## config.mk

```make
export PLATFORM = sky130hd
export DESIGN_NAME = mbv_front
export DESIGN_NICKNAME = d
export VERILOG_FILES = /design/src/hw/rtl/mbv_pkg.sv /design/src/hw/rtl/mbv_front.sv
export SDC_FILE = /design/constraint.sdc
export NUM_CORES = 1
export LEC_CHECK = 0
export BUFFER_PORTS_ARGS = -buffer_cell sky130_fd_sc_hd__buf_4
export CORE_ASPECT_RATIO = 2
export CORE_MARGIN = 5
export CORE_UTILIZATION = 30
export CTS_CLUSTER_SIZE = 25
export DETAILED_ROUTE_END_ITERATION = 10
export HOLD_SLACK_MARGIN = 0.15
export PLACE_DENSITY = 0.57
export SLEW_MARGIN = 20
export SYNTH_ARGS = -nofsm -noshare
export SYNTH_HDL_FRONTEND = slang
export SYNTH_SLANG_ARGS = --single-unit
```

## constraint.sdc

```tcl
create_clock -name clk -period 10.6 [get_ports clk]
set_input_delay 1.59 -clock clk [delete_from_list [all_inputs] [get_ports clk]]
set_output_delay 1.59 -clock clk [all_outputs]
set_load 0.02 [all_outputs]
```

## src/hw/rtl/mbv_pkg.sv

```systemverilog
`default_nettype none

package mbv_pkg;

  // sizing of the datapath
  localparam int SAMPLE_WIDTH = 16;
  localparam int COUNT_WIDTH  = 16;
  localparam int FRAC_BITS    = 8;

  localparam int SUM_W    = SAMPLE_WIDTH + COUNT_WIDTH;
  localparam int SQR_W    = 2 * SAMPLE_WIDTH - 1;
  localparam int SQ_W     = SQR_W + COUNT_WIDTH;
  localparam int SQ_LO_W  = (SQ_W + 1) / 2;
  localparam int SQ_HI_W  = SQ_W - SQ_LO_W;
  localparam int NUM_W    = COUNT_WIDTH + SQ_W;
  localparam int DIV_W    = NUM_W + FRAC_BITS;
  localparam int DEN_W    = 2 * COUNT_WIDTH;
  localparam int DCNT_W   = $clog2(DIV_W);

  // result field widths
  localparam int MEAN_W    = 24;
  localparam int VAR_W     = 39;
  localparam int CNT_OUT_W = 16;

  localparam logic [COUNT_WIDTH-1:0] CNT_MAX = '1;

  // queue between front and back
  localparam int QUEUE_DEPTH = 2;
  localparam int QPTR_W      = (QUEUE_DEPTH > 1) ? $clog2(QUEUE_DEPTH) : 1;

  typedef enum logic [1:0] {
    ST_OK       = 2'd0,
    ST_SHORT    = 2'd1,
    ST_OVERFLOW = 2'd2
  } status_t;

  typedef enum logic [2:0] {
    B_IDLE,
    B_MUL1,
    B_MUL2,
    B_ADD,
    B_SUB,
    B_DIVM,
    B_DIVV,
    B_DONE
  } back_state_t;

  // totals of one finished block
  typedef struct packed {
    logic signed [SUM_W-1:0] sum;
    logic [SQ_W-1:0]         sumsq;
    logic [COUNT_WIDTH-1:0]  count;
    logic                    ovf;
  } mbv_block_t;

endpackage

`default_nettype wire

```

## src/hw/rtl/mbv_front.sv

```systemverilog
`default_nettype none

module mbv_front
  import mbv_pkg::*;
(
  input  wire logic                           clk,
  input  wire logic                           rst,
  input  wire logic signed [SAMPLE_WIDTH-1:0] sample,
  input  wire logic                           last,
  input  wire logic                           in_valid,
  output logic                                in_ready,
  input  wire logic                           q_full,
  output logic                                q_push,
  output mbv_block_t                          q_data
);

  logic                           a_valid;
  logic signed [SAMPLE_WIDTH-1:0] a_smp;
  logic [SQR_W-1:0]               a_sq;
  logic                           a_last;
  logic                           a_go;
  logic                           in_xfer;
  logic signed [2*SAMPLE_WIDTH-1:0] sq_full;
  mbv_block_t                     acc;
  mbv_block_t                     acc_next;

  // stage a advances unless a block end waits for queue room
  assign a_go     = a_valid && (!a_last || !q_full);
  assign in_ready = !a_valid || a_go;
  assign in_xfer  = in_valid && in_ready;
  assign sq_full  = sample * sample;

  // square register ahead of the accumulators
  always_ff @(posedge clk) begin
    if (rst) begin
      a_valid <= 1'b0;
    end else if (in_ready) begin
      a_valid <= in_valid;
    end
    if (in_xfer) begin
      a_smp  <= sample;
      a_sq   <= SQR_W'(sq_full);
      a_last <= last;
    end
  end

  // accumulate, or mark overflow once the count is full
  always_comb begin
    acc_next = acc;
    if (a_go) begin
      if (acc.count != CNT_MAX) begin
        acc_next.sum   = acc.sum + SUM_W'(a_smp);
        acc_next.sumsq = acc.sumsq + SQ_W'(a_sq);
        acc_next.count = acc.count + 1'b1;
      end else begin
        acc_next.ovf = 1'b1;
      end
    end
  end

  assign q_push = a_go && a_last;
  assign q_data = acc_next;

  always_ff @(posedge clk) begin
    if (rst || q_push) begin
      acc <= '0;
    end else begin
      acc <= acc_next;
    end
  end

  // a block end leaves the accumulators clear
  a_clear_after_push: assert property (@(posedge clk) disable iff (rst)
    q_push |=> (acc.count == '0 && !acc.ovf && acc.sum == '0 && acc.sumsq == '0))
    else $error("accumulators not cleared after block end");

  // a full count holds and raises overflow
  a_count_saturates: assert property (@(posedge clk) disable iff (rst)
    (a_go && !a_last && acc.count == CNT_MAX) |=> (acc.count == CNT_MAX && acc.ovf))
    else $error("full count did not hold");

endmodule

`default_nettype wire

```

==> results.sh <==
export IMPL_initialDrtViolationCount=491
export IMPL_netlist_area_um2=17300
export IMPL_cp_cell_sequence="buf_4 > clkinv_1 > nor2_1 > xnor2_1 > ha_1 > inv_1 > fa_1 > fa_1 > inv_1 > fa_1 > fa_1 > inv_1 > fa_1 > inv_1 > ha_1 > a21o_1 > a31o_2 > o21ai_0 > a31oi_1 > o221ai_1 > nor3_1 > or3_1 > a21oi_1 > xnor2_1"
export IMPL_syn_nets=2369
export IMPL_crit_required_ns=10.84
export IMPL_viasPerCell=4.84
export IMPL_synth_top_family_by_area="adder cells"
export IMPL_finalHoldViolCount=0
export IMPL_fin_setup_tns_ns=0
export IMPL_p_per_area_nw_per_um2=366
export IMPL_finalWirelength_um=50900
export IMPL_met3_usage_pct=2.22
export IMPL_met1_usage_pct=16.1
export IMPL_critPathLaunch="sample[15]"
export IMPL_ys_types=62
export IMPL_synth_xor_area_share_pct=6.34
export IMPL_crit_top_cell="fa_1"
export IMPL_initial_core_util_pct=30.2
export IMPL_synth_area_top_cells="fa_1 27%, dfxtp_1 11%, ha_1 11%"
export IMPL_stdcell_area_um2=19600
export IMPL_grt_pass1_vias=14900
export IMPL_synth_compound_area_share_pct=12.0
export IMPL_grt_max_degree=81
export IMPL_cpLargestDelayFamily="adder cells"
export IMPL_fmax_mhz=127
export IMPL_synthFlopType="dfxtp_1"
export IMPL_area_delta_synth_final_pct=13.6
export IMPL_cp_arrival_ns=8.10
export IMPL_first_pass_iters=5
export IMPL_dp_cells=2790
export IMPL_clk_pin_slew_worst_paths_ns=0.05
export IMPL_ir_drop_v=0.000314
export IMPL_fp_dieW_um=180
export IMPL_synth_ff_latch_count=143
export IMPL_cts_sinks=143
export IMPL_synth_top_area_share_pct=26.8
export IMPL_vias=13700
export IMPL_worstSetupPathType="input pin to flip-flop"
export IMPL_synthAdderAreaFrac_pct=37.7
export IMPL_rsz0062_at_grt="false"
export IMPL_finalNetCount=2463
export IMPL_grt_pass1_wl_um=80500
export IMPL_cp_max_fo=17
export IMPL_yosysSeqAreaShare_pct=19.3
export IMPL_clockBufferDepth=3
export IMPL_crit_path_start_kind="input pin"
export IMPL_antenna_found_initial=0
export IMPL_io_pins=119
export IMPL_cp_slowest_cell="fa_1"
export IMPL_coreArea_um2=57100
export IMPL_yosys_warnings=0
export IMPL_grt_overflow_total=0
export IMPL_synth_top_cell_by_area="fa_1"
export IMPL_worst_pin_slew_ns=0.867
export IMPL_power_leakage_uw=0.00936
export IMPL_crit_reg2reg_launch="a_smp[15]"
export IMPL_syn_inst=1967
export IMPL_cts_made_buffers=25
export IMPL_gp_congestion=0.966
export IMPL_clock_latency_ns=0.49
export IMPL_ctsHoldBuffers=0
export IMPL_place_area_um2=18900
export IMPL_h_tree_depth=4
export IMPL_grt_total_usage_pct=16.3
export IMPL_synth_simple_gate_area_share_pct=15.4
export IMPL_relSlewSlack_pct=42.2
export IMPL_cp_end_kind="flip-flop"
export IMPL_critPathMaxStageDelay_ns=0.53
export IMPL_path_buf_inv=6
export IMPL_synthArstFlopShare_pct=0
export IMPL_cts_root_buf="clkbuf_16"
export IMPL_grt_busiest_layer="met2"
export IMPL_outcome="finished clean"
export IMPL_die_h_um=349
export IMPL_finalMaxSlewViolations=0
export IMPL_final_cells=2824
export IMPL_antenna_left=0
export IMPL_num_rows=124
export IMPL_postLayoutCoreUtil_pct=34.3
export IMPL_synth_area_per_cell_um2=8.77
export IMPL_fin_crit_sh_pct=74.2
export IMPL_die_area_um2=62700
export IMPL_period_minus_slack_ns=7.86
export IMPL_cts_resized_gates=0
export IMPL_drc_errors=0
export IMPL_port_buffers=118
export IMPL_use_met2_pct=31.8
export IMPL_drive_gt1_share_pct=8.61
export IMPL_hpwl_um=42000
export IMPL_cap_violations=0
export IMPL_tritoncts="yes"
export IMPL_synth_edf_count=46
export IMPL_power_total_uw=7170
export IMPL_worstHoldStart="acc[28]"
export IMPL_postCtsSetupBuffers=0
export IMPL_fin_worst_skew_ns=0.0160
export IMPL_routedWlPerCell_um=18.0
export IMPL_setup_viol=0
export IMPL_min_path_type="flip-flop to flip-flop"
export IMPL_synthMuxAreaShare_pct=0.196
==> registers in the layout, summed over array words and instances, names as in the netlist <==
| name | cells |
|---|---|
| a_valid | 1 |
| a_sq | 29 |
| acc | 96 |
| a_smp | 16 |
| a_last | 1 |
==> worst min-delay path: cells and delay by family, from the launching register on <==
| kind | cells | cell delay, ns |
|---|---|---|
| compound gates | 1 | 0.05 |
| flops | 1 | 0.31 |
| simple gates | 1 | 0.07 |
==> area by class of cell <==
cell class	instances	area, um2
Antenna cell	1	2.50
Clock buffer	29	641
Clock inverter	4	18.8
Fill cell	5956	37500
Inverter	362	1360
Multi-Input combinational cell	1406	12400
Sequential cell	143	3320
Tap cell	756	946
Timing Repair Buffer	123	923
==> per-stage QoR <==
step / setup WS [ns] / hold WS, ns
floorplan: 3.04 / 0.458
global placement: 2.39 / 0.465
detailed placement: 2.23 / 0.473
CTS: 2.76 / 0.480
global route: 2.35 / 0.498
finish: 2.74 / 0.477
==> report_power, final <==
| part | total (uW) | leakage [uW] | internal (uW) | switching, uW |
|---|---|---|---|---|
| Sequential | 966 | 0.00124 | 926 | 40.4 |
| Combinational | 5530 | 0.00780 | 2350 | 3180 |
| Clock | 674 | 0.000326 | 421 | 253 |
==> logic make-up after synthesis <==
logic type | Yosys count
compound gates | 336
xor+xnor | 124
fa+ha+maj | 381
buf+inv | 418
flops | 143
mux | 3
simple gates | 562
==> synth_stat cells, drive strengths merged, types with 18 or more instances <==
library cell  number
a211oi            19
a21o              26
a21oi            119
and2              97
and3              19
clkbuf            48
dfxtp             97
edfxtp            46
fa               231
ha               150
inv              359
nand2            246
nand3             39
nand4             23
nor2              84
nor3              18
o21ai             81
o21bai            19
xnor2             95
xor2              29
==> cell usage in the layout (no fill, tap or decap), drive strengths merged, types with 17 or more instances in the layout <==
cell	n
ha	150
dfxtp	97
edfxtp	46
a211oi	19
o21bai	19
and3	19
inv	359
xor2	29
nor3	18
o21a	17
nand2	246
clkbuf	29
buf	123
nand4	23
fa	231
nor2	84
o21ai	81
a21oi	119
and2	97
xnor2	95
nand3	39
a21o	26
==> layer usage <==
layer / vias to the layer above / share of wire, %
met5: - / 0
met4: 0 / 6.7
met3: 137 / 3.1
met2: 308 / 55
met1: 6720 / 35
li1: 6501 / -
==> worst paths after layout <==
check | end | slack [ns] | depth (start not counted)
setup / recovery | a_sq[29] | 2.74 | 24
hold / removal | acc[28] | 0.48 | 2
setup reg to reg | acc[95] | 6.84 | 10
hold reg to reg | acc[28] | 0.48 | 2
(Power assumes the default switching activity.)
