`config.mk`:
```
export PLATFORM = sky130hd
export DESIGN_NAME = mbv_fifo
export DESIGN_NICKNAME = d
export VERILOG_FILES = /design/src/hw/rtl/mbv_pkg.sv /design/src/hw/rtl/mbv_fifo.sv
export SDC_FILE = /design/constraint.sdc
export NUM_CORES = 1
export LEC_CHECK = 0
export BUFFER_PORTS_ARGS = -buffer_cell sky130_fd_sc_hd__buf_2
export CAP_MARGIN = 20
export CORE_MARGIN = 1
export CORE_UTILIZATION = 47
export CTS_BUF_LIST = sky130_fd_sc_hd__clkbuf_4 sky130_fd_sc_hd__clkbuf_8 sky130_fd_sc_hd__clkbuf_16
export DETAILED_ROUTE_END_ITERATION = 16
export MAX_ROUTING_LAYER = met4
export PLACE_DENSITY = 0.76
export RECOVER_POWER = 50
export SYNTH_ARGS = -nofsm -noshare
export SYNTH_HDL_FRONTEND = slang
export SYNTH_SLANG_ARGS = --single-unit
```
`constraint.sdc`:
```
create_clock -name clk -period 5.7 [get_ports clk]
set_clock_uncertainty 0.15 [all_clocks]
set_input_delay 0.57 -clock clk [delete_from_list [all_inputs] [get_ports clk]]
set_output_delay 0.57 -clock clk [all_outputs]
set_load 0.03 [all_outputs]
```
`src/hw/rtl/mbv_pkg.sv`:
```
`default_nettype none

package mbv_pkg;

  // sizing of the datapath
  localparam int SAMPLE_WIDTH = 16;
  localparam int COUNT_WIDTH  = 16;
  localparam int FRAC_BITS    = 8;

  localparam int SUM_W    = SAMPLE_WIDTH + COUNT_WIDTH;
  localparam int SQR_W    = 2 * SAMPLE_WIDTH - 1;
  localparam int SQ_W     = SQR_W + COUNT_WIDTH;
  localparam int SQ_LO_W  = (SQ_W + 1) / 2;
  localparam int SQ_HI_W  = SQ_W - SQ_LO_W;
  localparam int NUM_W    = COUNT_WIDTH + SQ_W;
  localparam int DIV_W    = NUM_W + FRAC_BITS;
  localparam int DEN_W    = 2 * COUNT_WIDTH;
  localparam int DCNT_W   = $clog2(DIV_W);

  // result field widths
  localparam int MEAN_W    = 24;
  localparam int VAR_W     = 39;
  localparam int CNT_OUT_W = 16;

  localparam logic [COUNT_WIDTH-1:0] CNT_MAX = '1;

  // queue between front and back
  localparam int QUEUE_DEPTH = 2;
  localparam int QPTR_W      = (QUEUE_DEPTH > 1) ? $clog2(QUEUE_DEPTH) : 1;

  typedef enum logic [1:0] {
    ST_OK       = 2'd0,
    ST_SHORT    = 2'd1,
    ST_OVERFLOW = 2'd2
  } status_t;

  typedef enum logic [2:0] {
    B_IDLE,
    B_MUL1,
    B_MUL2,
    B_ADD,
    B_SUB,
    B_DIVM,
    B_DIVV,
    B_DONE
  } back_state_t;

  // totals of one finished block
  typedef struct packed {
    logic signed [SUM_W-1:0] sum;
    logic [SQ_W-1:0]         sumsq;
    logic [COUNT_WIDTH-1:0]  count;
    logic                    ovf;
  } mbv_block_t;

endpackage

`default_nettype wire

```
`src/hw/rtl/mbv_fifo.sv`:
```
`default_nettype none

module mbv_fifo
  import mbv_pkg::*;
(
  input  wire logic       clk,
  input  wire logic       rst,
  input  wire logic       push,
  input  wire mbv_block_t push_data,
  output logic            full,
  input  wire logic       pop,
  output mbv_block_t      pop_data,
  output logic            empty
);

  mbv_block_t          mem [QUEUE_DEPTH];
  logic [QPTR_W-1:0]   wptr;
  logic [QPTR_W-1:0]   rptr;
  logic [QPTR_W:0]     fill;

  assign full     = (fill == (QPTR_W+1)'(QUEUE_DEPTH));
  assign empty    = (fill == '0);
  assign pop_data = mem[rptr];

  // storage
  always_ff @(posedge clk) begin
    if (push) begin
      mem[wptr] <= push_data;
    end
  end

  // pointers and fill level
  always_ff @(posedge clk) begin
    if (rst) begin
      wptr <= '0;
      rptr <= '0;
      fill <= '0;
    end else begin
      if (push) begin
        wptr <= (wptr == QPTR_W'(QUEUE_DEPTH - 1)) ? '0 : wptr + 1'b1;
      end
      if (pop) begin
        rptr <= (rptr == QPTR_W'(QUEUE_DEPTH - 1)) ? '0 : rptr + 1'b1;
      end
      if (push && !pop) begin
        fill <= fill + 1'b1;
      end else if (pop && !push) begin
        fill <= fill - 1'b1;
      end
    end
  end

  a_no_bad_access: assert property (@(posedge clk) disable iff (rst)
    !(push && full) && !(pop && empty))
    else $error("queue pushed when full or popped when empty");

endmodule

`default_nettype wire

```
==> flow_metrics.env, run 1 <==
export IMPL_status="complete, but fails checks"
export IMPL_violations="capacitance limit, slew limit"
export IMPL_synthToLayoutAreaGrowth_pct=22.7
export IMPL_ant_nets=0
export IMPL_path_clk_slew_ns=0.07
export IMPL_maxCapViolations=2
export IMPL_synth_cells=321
export IMPL_grt_start_max_net_pins=70
export IMPL_power_switching_mw=0.846
export IMPL_p_total_mw=3.37
export IMPL_rr_worst_depth=2
export IMPL_synth_largest_area_cell="edfxtp_1"
export IMPL_final_hold_viol_count=0
export IMPL_diodes=0
export IMPL_start_util=0.482
export IMPL_cts_path_max_buffers=2
export IMPL_io_pins=198
export IMPL_ir_drop_uv=294
export IMPL_grt_ovfl_total=0
export IMPL_cts_made_buffers=17
export IMPL_cts_sinks=197
export IMPL_syn_area_per_cell_um2=22.8
export IMPL_port_buffers=197
export IMPL_hold_class="input port to flip-flop"
export IMPL_crit_fanout=61
export IMPL_fin_tns_setup_ns=0
export IMPL_crit_path_end_kind="flip-flop"
export IMPL_start_kind="flip-flop"
export IMPL_ys_ff_latch=197
export IMPL_p_clk_frac=0.350
export IMPL_synth_area_mm2=0.00733
export IMPL_total_leakage_power_nw=3.36
export IMPL_min_path_cells=1
export IMPL_place_congestion=0.707
export IMPL_relSlewSlack=-0.588
export IMPL_grt_use_total=0.164
export IMPL_vias=3621
export IMPL_core_area_mm2=0.0152
export IMPL_layout_cells_most_common_list="192 x edfxtp_1, 151 x buf_2, 56 x mux2_2"
export IMPL_seq_power_share=0.515
export IMPL_cts_root_buf="clkbuf_16"
export IMPL_intPower_mw=2.52
export IMPL_rsz0062_at_grt="no"
export IMPL_insertion_delay_ns=0.42
export IMPL_htreeDepth=4
export IMPL_final_common_cell="edfxtp_1"
export IMPL_grt_pass1_wl_um=18900
export IMPL_die_w_um=127
export IMPL_yosysUniqueCellTypes=18
export IMPL_syn_nets=422
export IMPL_ys_top_cells_by_area="edfxtp_1 79%, mux2_2 8.6%, mux2_4 8.2%"
export IMPL_fmaxAchievable_mhz=273
export IMPL_die_area_mm2=0.0161
export IMPL_slew_violations=80
export IMPL_post_cts_buffers=0
export IMPL_first_iter_violations=246
export IMPL_hpwl_um=8100
export IMPL_drive_gt1_frac=0.521
export IMPL_nets=631
export IMPL_worstMarginPinSlew_ns=2.38
export IMPL_layout_min_cycle_time_ns=3.66
export IMPL_ys_warn_count=0
export IMPL_cts_tree="yes"
export IMPL_num_rows=45
export IMPL_first_pass_iters=4
export IMPL_power_density_mw_per_mm2=374
export IMPL_finalSetupViolations=0
export IMPL_synth_top_cell_area_share=0.786
export IMPL_switching_share=0.251
export IMPL_cts_resized=0
export IMPL_antenna_found_initial=0
export IMPL_yosysSeqAreaShare=0.800
export IMPL_period_share=0.643
export IMPL_required_ns=5.59
export IMPL_pwr_share_comb=0.135
export IMPL_hold_buffers=0
export IMPL_drc=0
export IMPL_cp_arrival_ns=3.56
export IMPL_die_y_um=127
export IMPL_crit_type="flip-flop to flip-flop"
export IMPL_drt_vias_per_instance=4.95
export IMPL_route_final_wire_length_um=12500
export IMPL_grt_pass1_vias=3787
export IMPL_wl_per_cell_um=17.1
==> power groups by stage <==
| stage | Combinational (mW) | Sequential [mW] | Clock, mW |
|---|---|---|---|
| 3_3_place_gp | 0.454 | 1.76 | 0 |
| 6_report | 0.455 | 1.73 | 1.18 |
| 2_1_floorplan | 0.355 | 1.75 | 0 |
| 5_1_grt | 0.481 | 1.74 | 1.26 |
| 4_1_cts | 0.466 | 1.73 | 1.21 |
| 3_5_place_dp | 0.464 | 1.77 | 0 |
==> cell type report <==
| class | instances | area [um2] |
|---|---|---|
| fillers | 1178 | 6210 |
| multi-input cells | 112 | 1340 |
| well taps | 188 | 235 |
| clock buffers | 17 | 425 |
| clock inverters | 15 | 166 |
| inverters | 1 | 3.75 |
| flip-flops and latches | 197 | 5870 |
| repair buffers | 201 | 955 |
==> logic make-up after synthesis <==
| logic type | count (synthesis) | synth area share |
|---|---|---|
| mux | 96 | 0.168 |
| buf+inv | 12 | 0.0184 |
| fa+ha+maj | 1 | 0.00171 |
| xor+xnor | 4 | 0.00478 |
| simple gates | 9 | 0.00597 |
| flops | 197 | 0.800 |
| compound gates | 2 | 0.00136 |
==> flip-flops by register name, summed over array words and instances, names as in the netlist, named ones only <==
signal	flops
mem	192
wptr	1
rptr	1
fill	2
==> synthesized netlist by cell type, drive strengths merged <==
master / n
a21oi: 1
and2: 1
buf: 11
dfxtp: 5
edfxtp: 192
ha: 1
inv: 1
mux2: 96
nor2: 5
nor2b: 2
o21ai: 1
or3: 1
xnor2: 2
xor2: 2
==> path summary, 6_finish.rpt <==
path                                              to         startpoint  slack (ns)
worst max-delay path            mem[1][68]$_DFFE_PP_  wptr$_SDFFE_PP0P_        2.04
worst min-delay path            mem[1][35]$_DFFE_PP_      push_data[35]        0.18
worst max register to register  mem[1][68]$_DFFE_PP_  wptr$_SDFFE_PP0P_        2.04
worst min register to register             flip-flop  rptr$_SDFFE_PP0P_        0.38
==> critical path, stage by stage, from the launching register on <==
cell,delay [ns]
dfxtp_1,0.41
and2_0,1.76
buf_4,0.90
==> through the flow <==
| stage | instance area (um2) | std cells | hold slack (ns) | worst slack [ns] | util |
|---|---|---|---|---|---|
| 4_1_cts | 9060 | 731 | 0.152 | 2.27 | 0.596 |
| 5_1_grt | 8990 | 731 | 0.153 | 1.70 | 0.592 |
| 3_3_place_gp | 8470 | 699 | 0.328 | 2.79 | 0.557 |
| 2_1_floorplan | 7330 | 321 | 0.311 | 0.236 | - |
| 6_report | 8990 | 731 | 0.180 | 2.04 | 0.592 |
| 3_5_place_dp | 8470 | 699 | 0.344 | 2.73 | 0.557 |
==> metal layers <==
| metal | track usage | wire length, um |
|---|---|---|
| met4 | 0.0553 | 159 |
| met5 | - | 0 |
| met3 | 0.0603 | 867 |
| met2 | 0.279 | 6540 |
| met1 | 0.176 | 4920 |
Note: power is estimated with default switching activity, not from simulation.
==> run 2, diff against run 1 <==
CORE_UTILIZATION = 52   (was 47)
PLACE_DENSITY = 0.79   (was 0.76)
clock period = 3.7 ns   (was 5.7 ns; I/O delays follow)
==> run 2 against run 1 <==
Compared with the run above: the flow still finishes with violations (capacitance limit, slew limit); total power up 56%; largest power group unchanged; first-iteration DRC count rose by 4.9%; routed wire length is 17% higher; worst hold slack lost 0.089 ns; register-to-register slack lost 1.1 ns; utilization grew 13 points; critical path type unchanged; largest cell class unchanged; fmax up 35%.
==> flow_metrics.env, run 2 (same netlist as run 1, synthesis figures left out) <==
export IMPL_status="complete, but fails checks"
export IMPL_violations="capacitance limit, slew limit"
export IMPL_grt_use_total=0.214
export IMPL_hold_class="input port to flip-flop"
export IMPL_htreeDepth=4
export IMPL_slew_violations=43
export IMPL_ir_drop_uv=470
export IMPL_period_share=0.735
export IMPL_cts_made_buffers=17
export IMPL_cp_arrival_ns=2.57
export IMPL_synthToLayoutAreaGrowth_pct=35.3
export IMPL_die_y_um=121
export IMPL_power_density_mw_per_mm2=528
export IMPL_crit_path_end_kind="flip-flop"
export IMPL_crit_buf_inv=1
export IMPL_timing_rr_end="mem[0][65]$_DFFE_PP_"
export IMPL_required_ns=3.55
export IMPL_finalSetupViolations=0
export IMPL_grt_pass1_vias=4391
export IMPL_maxCapViolations=1
export IMPL_die_w_um=121
export IMPL_critPathMaxStageDelay_ns=1.65
export IMPL_rr_worst_depth=2
export IMPL_post_cts_buffers=0
export IMPL_die_area_mm2=0.0146
export IMPL_final_hold_viol_count=0
export IMPL_core_area_mm2=0.0138
export IMPL_num_rows=43
export IMPL_rr_startpoint="wptr$_SDFFE_PP0P_"
export IMPL_busiest_layer="met2"
export IMPL_grt_start_max_net_pins=55
export IMPL_regToRegSetupSlack_ns=0.98
export IMPL_nets=729
export IMPL_layout_cells_most_common_list="192 x edfxtp_1, 123 x buf_2, 97 x dlygate4sd3_1"
export IMPL_largest_reg_flops=192
export IMPL_cp_top_family="buffers and inverters"
export IMPL_drc=0
export IMPL_dpl_cell_area_mm2=0.00849
export IMPL_antenna_found_initial=0
export IMPL_place_congestion=0.723
export IMPL_first_pass_iters=4
export IMPL_path_clk_slew_ns=0.07
export IMPL_grt_ovfl_total=0
export IMPL_cts_path_max_buffers=2
export IMPL_largestRegisters="mem: 192 flops, fill: 2 flops"
export IMPL_holdPathEnd="rptr$_SDFFE_PP0P_"
export IMPL_drive_gt1_frac=0.397
export IMPL_cts_root_buf="clkbuf_16"
export IMPL_layout_min_cycle_time_ns=2.72
export IMPL_cts_tree="yes"
export IMPL_ant_nets=0
export IMPL_largest_register="mem"
export IMPL_start_kind="flip-flop"
export IMPL_route_final_wire_length_um=14600
export IMPL_grt_met1_usage=0.230
export IMPL_fmaxAchievable_mhz=368
export IMPL_relSlewSlack=-0.541
export IMPL_diodes=0
export IMPL_stdcell_area_mm2=0.00992
export IMPL_fin_tns_setup_ns=0
export IMPL_cts_sinks=197
export IMPL_insertion_delay_ns=0.44
export IMPL_total_leakage_power_nw=3.68
export IMPL_cts_resized=0
export IMPL_vias=4123
export IMPL_grt_use_met2=0.364
export IMPL_gr_usage_met3=0.0627
export IMPL_cp_cell_sequence="nor2b_4, clkbuf_1"
export IMPL_hpwl_um=8080
export IMPL_drt_vias_per_instance=5.03
export IMPL_hold_start="pop"
export IMPL_start_util=0.530
export IMPL_crit_fanout=42
export IMPL_fillers=836
export IMPL_slowest_stage="clkbuf_1"
export IMPL_crit_type="flip-flop to flip-flop"
export IMPL_final_common_cell="edfxtp_1"
export IMPL_min_path_cells=3
export IMPL_io_pins=198
export IMPL_rsz0062_at_grt="no"
export IMPL_first_iter_violations=258
export IMPL_wl_per_cell_um=17.8
export IMPL_grt_pass1_wl_um=21600
export IMPL_worstMarginPinSlew_ns=2.31
export IMPL_port_buffers=197
run 2: cell types whose count changed in the layout (fill, tap and decap cells not counted), sizes merged:
cell / previous run / this run
dlygate4sd3: 0 / 97
clkbuf: 64 / 93
clkinvlp: 2 / 3
inv: 8 / 4
buf: 154 / 127
run 2: worst register-to-register path, stage by stage (launching register included):
cell and delay (ns):
dfxtp_1 0.35, nor2b_4 0.12, clkbuf_1 1.65
run 2: area by class of cell:
cell class              instances  area (um2)  area share
clock inverters                12         130      0.0131
inverters                       1        3.75    0.000378
flip-flops and latches        197        5870       0.591
multi-input cells             112        1340       0.135
well taps                     180         225      0.0227
repair buffers                299        1920       0.194
clock buffers                  18         433      0.0436
run 2: worst max-delay path by stage:
stage	from	end	cells past startpoint
6_report	wptr$_SDFFE_PP0P_	mem[0][65]$_DFFE_PP_	2
5_1_grt	wptr$_SDFFE_PP0P_	mem[0][84]$_DFFE_PP_	2
4_1_cts	flip-flop	pop_data[75]	3
3_5_place_dp	flip-flop	pop_data[75]	3
3_3_place_gp	flip-flop	pop_data[82]	3
2_1_floorplan	push	mem[0][0]$_DFFE_PP_	1
run 2: per-stage QoR:
step	util	setup WS (ns)	total power, mW	std cells	hold slack [ns]
finish	0.718	0.981	5.24	819	0.0910
CTS	0.725	1.15	5.26	819	0.0690
floorplan	-	0.237	3.23	321	0.289
global route	0.718	0.774	5.40	819	0.111
detailed placement	0.614	1.62	3.44	692	0.371
global placement	0.614	1.64	3.42	692	0.330
run 2: report_power, final:
group / internal, mW / switching [mW]
clock: 0.996 / 0.766
sequential: 2.61 / 0.0454
combinational: 0.333 / 0.490
run 2: layer usage:
metal | routed length, um | part of all wire | vias to the layer above
met5 | 0 | 0 | -
met4 | 357 | 0.024 | 0
met3 | 1070 | 0.073 | 33
met2 | 7710 | 0.53 | 209
met1 | 5470 | 0.37 | 2001
li1 | - | - | 1880
run 2: what timing repair did:
action,CTS,global route
hold endpoints to repair,196,0
setup endpoints to repair,0,0
hold buffers,97,0
==> run 3, diff against run 2 <==
clock period = 2.53 ns   (was 3.7 ns; I/O delays follow)
==> run 3 against run 2 <==
Compared with the run above: the flow now finishes without violations; count of clock-buffer cells in the layout increased by 7; total power increased by 49%; flip-flop and latch count unchanged; largest cell class unchanged; largest power group unchanged.
==> flow_metrics.env, run 3 (same netlist as run 1, synthesis figures left out) <==
export IMPL_pwr_share_comb=0.155
export IMPL_cp_arrival_ns=1.94
export IMPL_slowest_stage="dfxtp_4"
export IMPL_worstMarginPinSlew_ns=0.841
export IMPL_synthToLayoutAreaGrowth_pct=36.9
export IMPL_io_pins=198
export IMPL_cts_sinks=197
export IMPL_cts_root_buf="clkbuf_16"
export IMPL_power_switching_mw=1.88
export IMPL_layout_cells_most_common_list="192 x edfxtp_1, 124 x buf_2, 100 x dlygate4sd3_1"
export IMPL_maxCapViolations=0
export IMPL_route_final_wire_length_um=14400
export IMPL_period_share=0.926
export IMPL_cp_cell_sequence="buf_4, mux2_2, buf_2"
export IMPL_p_clk_frac=0.346
export IMPL_htreeDepth=4
export IMPL_cts_made_buffers=17
export IMPL_switching_share=0.242
export IMPL_total_leakage_power_nw=3.75
export IMPL_diodes=0
export IMPL_status="finished clean"
export IMPL_grt_ovfl_total=0
export IMPL_nets=734
export IMPL_die_w_um=121
export IMPL_p_total_mw=7.78
export IMPL_fmaxAchievable_mhz=427
export IMPL_intPower_mw=5.90
export IMPL_seq_power_share=0.498
export IMPL_largest_register="mem"
export IMPL_largestRegisters="mem: 192 flops, fill: 2 flops"
export IMPL_wl_per_cell_um=17.5
export IMPL_grt_start_max_net_pins=59
export IMPL_antenna_found_initial=0
export IMPL_cp_top_family="flip-flops"
export IMPL_die_y_um=121
export IMPL_required_ns=2.13
export IMPL_die_area_mm2=0.0146
export IMPL_power_density_mw_per_mm2=775
export IMPL_final_hold_viol_count=0
export IMPL_fin_tns_setup_ns=0
export IMPL_start_kind="flip-flop"
export IMPL_ant_nets=0
export IMPL_relSlewSlack=0.439
export IMPL_crit_path_end_kind="output port"
export IMPL_start_util=0.530
export IMPL_final_common_cell="edfxtp_1"
export IMPL_first_iter_violations=248
export IMPL_hold_class="flip-flop to flip-flop"
export IMPL_grt_pass1_wl_um=21800
export IMPL_hpwl_um=8230
export IMPL_critPathMaxStageDelay_ns=0.60
export IMPL_finalSetupViolations=0
export IMPL_vias=4140
export IMPL_grt_pass1_vias=4472
export IMPL_insertion_delay_ns=0.42
export IMPL_num_rows=43
export IMPL_stdcell_area_mm2=0.0100
export IMPL_crit_buf_inv=2
export IMPL_ir_drop_uv=605
export IMPL_dpl_cell_area_mm2=0.00854
export IMPL_rsz0062_at_grt="no"
export IMPL_grt_use_total=0.209
export IMPL_largest_reg_flops=192
export IMPL_crit_type="flip-flop to output port"
export IMPL_drt_vias_per_instance=5.01
export IMPL_core_area_mm2=0.0138
export IMPL_cts_path_max_buffers=2
export IMPL_fillers=850
export IMPL_drc=0
export IMPL_layout_min_cycle_time_ns=2.34
export IMPL_drive_gt1_frac=0.409
export IMPL_cts_tree="yes"
export IMPL_crit_fanout=26
export IMPL_post_cts_buffers=0
export IMPL_slew_violations=0
export IMPL_place_congestion=0.722
export IMPL_port_buffers=197
export IMPL_first_pass_iters=5
export IMPL_path_clk_slew_ns=0.06
[run 3: cell count changes in the layout (fill, tap and decap cells not counted), sizes merged]
cell,delta
clkinvlp,-2
clkbuf,+4
buf,+5
inv,-2
dlygate4sd3,+3
clkinv,-1
[run 3: repair_timing]
action                    4_1_cts  5_1_grt
hold endpoints to repair      197        0
hold buffers                  100        0
gates resized for setup         0        0
[run 3: worst reg2reg max path: cells and delay by family, from the launching register on]
kind | cells | cell delay, ns
flops | 1 | 0.33
buf+inv | 1 | 0.55
simple gates | 1 | 0.56
[run 3: final timing paths]
kind	end	slack, ns	cells past startpoint	startpoint
worst max-delay path	pop_data[79]	0.19	3	flip-flop
worst min-delay path	rptr$_SDFFE_PP0P_	0.38	2	rptr$_SDFFE_PP0P_
worst max register to register	mem[0][11]$_DFFE_PP_	0.54	2	wptr$_SDFFE_PP0P_
worst min register to register	rptr$_SDFFE_PP0P_	0.38	2	rptr$_SDFFE_PP0P_
[run 3: area by class of cell]
| type | instances | area, um2 | share of cell area |
|---|---|---|---|
| clock buffer | 25 | 504 | 0.0502 |
| tap | 180 | 225 | 0.0224 |
| timing repair buffer | 304 | 2010 | 0.200 |
| inverter | 1 | 3.75 | 0.000374 |
| clock inverter | 7 | 95.1 | 0.00947 |
| multi-input combinational | 112 | 1330 | 0.133 |
| sequential | 197 | 5870 | 0.585 |
[run 3: routing by layer]
layer / up-vias / routed length (um) / global-route usage
met5: - / 0 / -
met4: 0 / 344 / 0.100
met3: 31 / 915 / 0.0561
met2: 179 / 7760 / 0.362
met1: 2040 / 5400 / 0.223
li1: 1890 / - / -
[run 3: power by group through the flow]
| stage | registers [mW] | clock network (mW) | logic [mW] |
|---|---|---|---|
| final | 3.88 | 2.69 | 1.21 |
| after global routing | 3.89 | 2.85 | 1.28 |
| after CTS | 3.88 | 2.72 | 1.23 |
| after detailed placement | 3.95 | 0 | 1.10 |
| after global placement | 3.93 | 0 | 1.08 |
| after floorplan | 3.92 | 0 | 0.801 |
[run 3: through the flow]
step | std cells | setup WS, ns | hold WS [ns] | utilization
2_1_floorplan | 321 | 0.190 | 0.172 | -
3_3_place_gp | 694 | 0.672 | 0.290 | 0.618
3_5_place_dp | 694 | 0.630 | 0.295 | 0.618
4_1_cts | 826 | 0.149 | 0.376 | 0.734
5_1_grt | 826 | 0.103 | 0.398 | 0.726
6_report | 826 | 0.187 | 0.376 | 0.726
